--- config.mk ---
export PLATFORM = sky130hd
export DESIGN_NAME = stored_cert_unwrapper_top
export DESIGN_NICKNAME = d
export VERILOG_FILES = /design/src/scu_pkg.sv /design/src/scu_in_stage.sv /design/src/scu_core.sv /design/src/stored_cert_unwrapper_top.sv
export SDC_FILE = /design/constraint.sdc
export NUM_CORES = 1
export LEC_CHECK = 0
export ABC_AREA = 1
export BUFFER_PORTS_ARGS = -buffer_cell sky130_fd_sc_hd__buf_4
export CAP_MARGIN = 40
export CORE_UTILIZATION = 67
export CTS_CLUSTER_DIAMETER = 80
export DETAILED_ROUTE_END_ITERATION = 16
export PLACE_DENSITY = 0.95
export SYNTH_ARGS = -nofsm -noshare
export SYNTH_HDL_FRONTEND = slang
export SYNTH_SLANG_ARGS = --single-unit
--- constraint.sdc ---
create_clock -name clk_i -period 8.15 [get_ports clk_i]
set_input_delay 1.2225 -clock clk_i [delete_from_list [all_inputs] [get_ports clk_i]]
set_output_delay 1.2225 -clock clk_i [all_outputs]
set_load 0.01 [all_outputs]
--- src/scu_pkg.sv ---
// Shared types, constants and header lookups for the stored certificate unwrapper.
`timescale 1ns / 1ps
package scu_pkg;

  // Widths of the frame tracking state
  localparam int unsigned PosW = 17;
  localparam int unsigned LenW = 16;
  localparam logic [PosW-1:0] PosMax = '1;

  // Byte positions inside the record header
  localparam logic [PosW-1:0] LenHiPos     = 17'd3;
  localparam logic [PosW-1:0] LenLoPos     = 17'd4;
  localparam logic [PosW-1:0] FullHdrPos   = 17'd5;
  localparam logic [PosW-1:0] FullHdrLast  = 17'd6;
  localparam logic [PosW-1:0] HeaderBytes  = 17'd7;
  localparam logic [PosW-1:0] StoredHdrLen = 17'd3;

  typedef enum logic [2:0] {
    StOk        = 3'd0,
    StTooShort  = 3'd1,
    StBadStored = 3'd2,
    StBadFull   = 3'd3,
    StBadSize   = 3'd4
  } status_e;

  typedef struct packed {
    logic [7:0] in_byte;
    logic       is_last;
  } in_req_t;

  typedef struct packed {
    logic [7:0] payload_byte;
    logic       payload_valid;
    logic       frame_done;
    status_e    status;
  } out_res_t;

  // Request held in the input register, as seen by the core
  typedef struct packed {
    logic    valid;
    in_req_t req;
  } in_slot_t;

  // Expected stored-cert header byte at position 0..2
  function automatic logic [7:0] stored_hdr_byte(input logic [1:0] sel);
    logic [7:0] val;
    unique case (sel)
      2'd0:    val = 8'h10;
      2'd1:    val = 8'h01;
      2'd2:    val = 8'h00;
      default: val = 8'h00;
    endcase
    return val;
  endfunction

  // Expected full-cert header byte: first (position 5) or second (position 6)
  function automatic logic [7:0] full_hdr_byte(input logic second);
    logic [7:0] val;
    val = second ? 8'h02 : 8'h10;
    return val;
  endfunction

endpackage

--- src/scu_in_stage.sv ---
// Input register that takes one request per cycle while the core keeps accepting, and hands it to the core.
`timescale 1ns / 1ps
module scu_in_stage
  import scu_pkg::*;
(
  input  logic     clk_i,
  input  logic     rst_ni,
  input  logic     in_valid_i,
  output logic     in_ready_o,
  input  in_req_t  in_req_i,
  output in_slot_t slot_o,
  input  logic     slot_ready_i
);

  logic    vld_q, vld_d;
  in_req_t req_q, req_d;
  logic    take;

  // Accept while empty or while the core drains the held request
  assign in_ready_o = !vld_q || slot_ready_i;
  assign take       = in_valid_i && in_ready_o;

  always_comb begin
    vld_d = vld_q;
    req_d = req_q;
    if (take) begin
      vld_d = 1'b1;
      req_d = in_req_i;
    end else if (slot_ready_i) begin
      vld_d = 1'b0;
    end
  end

  always_ff @(posedge clk_i or negedge rst_ni) begin
    if (!rst_ni) begin
      vld_q <= 1'b0;
    end else begin
      vld_q <= vld_d;
    end
  end

  // Payload needs no reset
  always_ff @(posedge clk_i) begin
    req_q <= req_d;
  end

  assign slot_o.valid = vld_q;
  assign slot_o.req   = req_q;

endmodule

--- src/scu_core.sv ---
// Frame tracking, header checks, payload window and the result register.
`timescale 1ns / 1ps
module scu_core
  import scu_pkg::*;
(
  input  logic     clk_i,
  input  logic     rst_ni,
  input  in_slot_t slot_i,
  output logic     slot_ready_o,
  output logic     out_valid_o,
  input  logic     out_ready_i,
  output out_res_t out_res_o
);

  logic [PosW-1:0] pos_q, pos_d;
  logic [LenW-1:0] len_q, len_d;
  logic            stored_bad_q, stored_bad_d;
  logic            full_bad_q, full_bad_d;
  logic            out_vld_q, out_vld_d;
  out_res_t        res_q, res_d;

  logic            fire;
  logic [PosW-1:0] idx;
  logic [7:0]      b;
  logic            last;
  logic [PosW-1:0] end_pos;
  logic [PosW:0]   n_bytes;
  logic            in_window;

  // Move a request in whenever the result register is free or being drained
  assign slot_ready_o = !out_vld_q || out_ready_i;
  assign fire         = slot_i.valid && slot_ready_o;

  assign idx  = pos_q;
  assign b    = slot_i.req.in_byte;
  assign last = slot_i.req.is_last;

  // Header checks and length capture for the current byte
  always_comb begin
    len_d        = len_q;
    stored_bad_d = stored_bad_q;
    full_bad_d   = full_bad_q;
    if (idx < StoredHdrLen) begin
      if (b != stored_hdr_byte(idx[1:0])) begin
        stored_bad_d = 1'b1;
      end
    end else if (idx == LenHiPos) begin
      len_d = {b, len_q[7:0]};
    end else if (idx == LenLoPos) begin
      len_d = {len_q[15:8], b};
    end else if (idx < HeaderBytes) begin
      if (b != full_hdr_byte(idx == FullHdrLast)) begin
        full_bad_d = 1'b1;
      end
    end
  end

  // Payload window is HeaderBytes <= idx < length + FullHdrPos
  assign end_pos   = {1'b0, len_d} + FullHdrPos;
  assign n_bytes   = {1'b0, idx} + {{PosW{1'b0}}, 1'b1};
  assign in_window = (idx >= HeaderBytes) && (idx < end_pos) && !stored_bad_d && !full_bad_d;

  // Build the result for this byte
  always_comb begin
    res_d.payload_byte  = in_window ? b : 8'h00;
    res_d.payload_valid = in_window;
    res_d.frame_done    = last;
    res_d.status        = StOk;
    if (last) begin
      priority if (n_bytes < {1'b0, HeaderBytes}) begin
        res_d.status = StTooShort;
      end else if (stored_bad_d) begin
        res_d.status = StBadStored;
      end else if (full_bad_d) begin
        res_d.status = StBadFull;
      end else if ({1'b0, end_pos} > n_bytes) begin
        res_d.status = StBadSize;
      end else begin
        res_d.status = StOk;
      end
    end
  end

  // Advance the frame state, clear it after the last byte
  always_comb begin
    pos_d = pos_q;
    if (last) begin
      pos_d = '0;
    end else if (pos_q != PosMax) begin
      pos_d = pos_q + {{(PosW-1){1'b0}}, 1'b1};
    end
  end

  assign out_vld_d = fire ? 1'b1 : (out_ready_i ? 1'b0 : out_vld_q);

  always_ff @(posedge clk_i or negedge rst_ni) begin
    if (!rst_ni) begin
      pos_q        <= '0;
      len_q        <= '0;
      stored_bad_q <= 1'b0;
      full_bad_q   <= 1'b0;
      out_vld_q    <= 1'b0;
    end else begin
      out_vld_q <= out_vld_d;
      if (fire) begin
        pos_q        <= pos_d;
        len_q        <= last ? '0 : len_d;
        stored_bad_q <= last ? 1'b0 : stored_bad_d;
        full_bad_q   <= last ? 1'b0 : full_bad_d;
      end
    end
  end

  // Result payload needs no reset
  always_ff @(posedge clk_i) begin
    if (fire) begin
      res_q <= res_d;
    end
  end

  assign out_valid_o = out_vld_q;
  assign out_res_o   = res_q;

  // A finished frame leaves the tracker at the start of a new one
  assert property (@(posedge clk_i) disable iff (!rst_ni)
    fire && last |=> (pos_q == '0) && (len_q == '0) && !stored_bad_q && !full_bad_q)
    else $error("frame state not cleared after last byte");

  // Counter steps by one per byte inside a frame until it saturates
  assert property (@(posedge clk_i) disable iff (!rst_ni)
    fire && !last && (pos_q != PosMax) |=> pos_q == $past(pos_q) + {{(PosW-1){1'b0}}, 1'b1})
    else $error("byte position did not advance");

  // Stored header error can only be raised by one of the first three bytes
  assert property (@(posedge clk_i) disable iff (!rst_ni)
    $rose(stored_bad_q) |-> $past(pos_q) < StoredHdrLen)
    else $error("stored header flag set outside header");

  // Status is only reported on the last byte of a frame
  assert property (@(posedge clk_i) disable iff (!rst_ni)
    out_vld_q && !res_q.frame_done |-> res_q.status == StOk)
    else $error("status reported before end of frame");

  // Non-payload results carry a zero byte
  assert property (@(posedge clk_i) disable iff (!rst_ni)
    out_vld_q && !res_q.payload_valid |-> res_q.payload_byte == 8'h00)
    else $error("payload byte leaked outside window");

endmodule

--- src/stored_cert_unwrapper_top.sv ---
// Top level of the stored certificate unwrapper: input register and core.
//
// Usage:
//   Input channel (in_valid_i / in_ready_o / in_req_i) takes one byte of a
//   stored certificate record per request; is_last marks the final byte.
//   Output channel (out_valid_o / out_ready_i / out_res_o) gives exactly one
//   result per input byte: the byte with payload_valid when it lies in the
//   certificate body and both headers matched, and frame_done plus a status
//   code on the last byte. On a bad status the consumer drops the payload
//   already delivered for that frame.
//   An accepted byte is held in the input register, then in the result
//   register, from which its result is offered. Throughput: one byte per
//   cycle sustained while the receiver does not stall, set by the
//   combinational header check and window compare between the registers.
//   Reset clears both registers' valid flags and the frame state, so the
//   first byte after reset starts a new frame. When the receiver stalls,
//   the result register holds its result, and the input register takes one
//   more byte only if it was empty; in_ready_o stays low while it holds one.
`timescale 1ns / 1ps
module stored_cert_unwrapper_top
  import scu_pkg::*;
(
  input  logic     clk_i,
  input  logic     rst_ni,
  input  logic     in_valid_i,
  output logic     in_ready_o,
  input  in_req_t  in_req_i,
  output logic     out_valid_o,
  input  logic     out_ready_i,
  output out_res_t out_res_o
);

  in_slot_t slot;
  logic     slot_ready;

  scu_in_stage u_in_stage (
    .clk_i        (clk_i),
    .rst_ni       (rst_ni),
    .in_valid_i   (in_valid_i),
    .in_ready_o   (in_ready_o),
    .in_req_i     (in_req_i),
    .slot_o       (slot),
    .slot_ready_i (slot_ready)
  );

  scu_core u_core (
    .clk_i        (clk_i),
    .rst_ni       (rst_ni),
    .slot_i       (slot),
    .slot_ready_o (slot_ready),
    .out_valid_o  (out_valid_o),
    .out_ready_i  (out_ready_i),
    .out_res_o    (out_res_o)
  );

endmodule
==> results by group <==
Status
  – Status: completed

Layout
  – Layout cells sized above 1: approximately 16%
  – Fillers: about 490
  – Most frequent cells in the layout: nand2_1, inv_1, nor2_1, nand3_1, ha_1
  – NumNets Final: a little over 700
  – ANT cells: 0
  – Layout overhead on the synthesized area: 9.795%
  – Most common cell after layout, fill and taps aside: nand2_1

Logic synthesis
  – Complex-gate fraction of the synthesized area: between 8 and 9%
  – Post-Syn Area per Cell: 7.425 um2
  – Yosys cell types: 36
  – Async set-reset flop share out of synthesis: a little over three fifths
  – Ys Warns: 0
  – Mapped Area: between 0.004 and 0.005 mm2
  – Synth Area in Simple Gates: 36.18%
  – Synth Area in Adders: 10.80%
  – Mapped Nets: ~690
  – Largest family of logic cells by synthesized area: simple AND/OR/NAND/NOR gates
  – Post-synthesis register bit count: ~60
  – EDFF count, synth: 22
  – Sequential fraction of the synthesis area: approximately 33%
  – Synthesized instance count: 640
  – Post-synthesis mux area share: 0%
  – Xor and xnor area share after synthesis: under 10%
  – Post-synth top flop: dfrtp_1

GRT
  – Initial antenna violation count: 0
  – Vias in the first global route: around 4500
  – Total gr overflow: 0
  – Pin count of the biggest net entering global routing: 38
  – Global Route Usage Sum: about two fifths
  – Global-route wire length before repair: 21.49 mm

Routing
  – DRT iter0 DRCs: between 400 and 500
  – DRC Markers: 0
  – Remaining antenna violation count: 0
  – Initial DRT Pass Iterations: 6
  – Drt via density: 6.049
  – WL per Instance: between 15 and 20 um
  – Final wirelength: roughly 14 mm
  – Vias post-DR: about 4700

Power
  – Power Dens Cells: 213.6 mW/mm2
  – LEAKAGE: between 2 and 3 nW
  – Total power: roughly 0.0011 W
  – VDD IR-drop max: roughly 0.17 mV

Placement
  – Place WS: between 3 and 4 ns
  – Port Buf Inserts: 27
  – Post-DP HPWL: just over 10 mm
  – Routability cong.: between 0.9 and 1

Clocking
  – Clock Tree Buf Depth: 2
  – Cts hold-fix bufs: 0
  – # clock sinks: 59
  – TritonCTS Buffers: 9
  – CTS H-tree depth: 3
  – CTS tree: done
  – Clock Latency Late Sink: ~0.36 ns
  – Post-cts sizing count: 0
  – Setup Buffers After CTS: 0
  – Clock transition at path regs: 0.08 ns
  – Clock root cell: clkbuf_8

STA
  – RSZ-0062 raised after global routing: no
  – Hold_ws: roughly 0.49 ns
  – Final period util: a little under three fifths
  – Worst Slack Setup Final: 3.600 ns
  – Final Max Slew Viols: 0
  – Worst Skew: between 0.007 and 0.008 ns
  – Relative slew slack: between 50 and 60%
  – Fmax achieved: between 0.2 and 0.25 GHz
  – Fin crit period: 4.550 ns
  – Worst slew pin tran: approximately 0.63 ns
  – Final hold violation count: 0
  – Setup TNS: 0 ns
  – Setup violations, final: 0

Setup path
  – CP max FO: 11
  – CP required: around 8.4 ns
  – Crit-path slowest cell: dfrtp_1
  – Max incr delay on CP: between 0.4 and 0.5 ns
  – Nature of the critical path startpoint: flip-flop
  – Worst Path Arrival: 4.76 ns
  – Worst path most repeated cell: nand2_1
  – CP Capture Type: flip-flop
  – Critical path class: reg -> reg

Floorplanning
  – Starting Density: approximately 70%
  – Top-Level Pins: 28
  – Core Region: about 0.0068 mm2
  – Die Width: about 86 um
  – Site Rows: 30
  – Die ar.: 0.007433 mm2
  – Die Span Y: between 80 and 90 um

Min path
  – Worst Hold Class: reg -> reg

Flow run
  – Max-cap viol count: 0
-- Yosys cell counts (7+ instances only) --
library cell / number / area share [%]
nand2_1: 165 / 13
inv_1: 85 / 6.7
nor2_1: 61 / 4.8
nand3_1: 52 / 5.5
ha_1: 41 / 11
dfrtp_1: 37 / 19
o22ai_1: 25 / 3.3
nand2_2: 23 / 3.0
edfxtp_1: 22 / 14
a21oi_1: 20 / 2.1
o21ai_0: 14 / 1.5
xor2_1: 14 / 2.6
nand4_1: 11 / 1.4
nor3_1: 9 / 0.95
inv_2: 8 / 0.63
nand3_2: 7 / 1.5
-- worst paths after layout --
kind	from	end	slack, ns	cells after the start
min reg2reg	u_core.len_q[12]	u_core.len_q[12]	0.49	2
min in group asynchronous	rst_ni	u_core.idx[6]	0.83	1
min	u_core.len_q[12]	u_core.len_q[12]	0.49	2
max	u_core.idx[0]	u_core.out_res_o[12]	3.60	25
max in group asynchronous	rst_ni	u_core.len_q[13]	6.96	1
max reg2reg	u_core.idx[0]	u_core.out_res_o[12]	3.60	25
-- through the flow --
step           cells  cell area, um2  util, %
6_report         770            5218    76.37
3_3_place_gp     754            5017    73.44
3_5_place_dp     754            5017    73.44
4_1_cts          770            5218    76.37
5_1_grt          770            5218    76.37
2_1_floorplan    640            4752        -
-- layer usage --
layer / track usage (%) / wire length, um / up-vias
met5: 0 / 0 / -
met4: 16.82 / 474 / 0
met3: 7.619 / 1178 / 55
met2: 64.72 / 6478 / 270
met1: 47.71 / 5392 / 2183
li1: - / - / 2150
-- cell families (layout without fill, tap and decap cells) --
group	Yosys count	in the layout
adders and majority gates	41	41
buffers and inverters	104	138
DFF	59	59
AOI/OAI and AO/OA	65	65
and+or+nand+nor	356	356
xor gates and xnor gates	15	15
-- state kept, by name (all words and copies together), names as in the netlist --
| name | count |
|---|---|
| u_core.out_valid_o | 1 |
| u_core.stored_bad_q | 1 |
| u_in_stage.vld_q | 1 |
| u_core.len_q | 16 |
| u_core.idx | 17 |
| u_core.full_bad_q | 1 |
| u_in_stage.slot_o | 9 |
| u_core.out_res_o | 13 |
-- layout make-up --
class                      count  area, um2  share of cell area, %
sequential                    59       1587                  30.41
inverter                      93      349.1                  6.691
multi-input combinational    477       2744                  52.59
tap                           96      120.1                  2.302
clock inverter                 7      76.32                  1.463
timing repair buffer          29      217.7                  4.173
clock buffer                   9      123.9                  2.374
-- critical path: cells and delay by family (launching register included) --
| family | cells | cell delay [ns] |
|---|---|---|
| AOI/OAI and AO/OA | 3 | 0.48 |
| adders and majority gates | 3 | 0.69 |
| buffers and inverters | 3 | 0.37 |
| and+or+nand+nor | 16 | 2.40 |
| DFF | 1 | 0.46 |
-- power breakdown --
group	total, W	leakage (nW)	internal [W]	switching [W]
logic	0.000467	1.83	0.000157	0.000310
registers	0.000368	0.724	0.000341	0.0000271
clock network	0.000280	0.0962	0.000143	0.000137
Note: power is estimated with default switching activity, not from simulation.
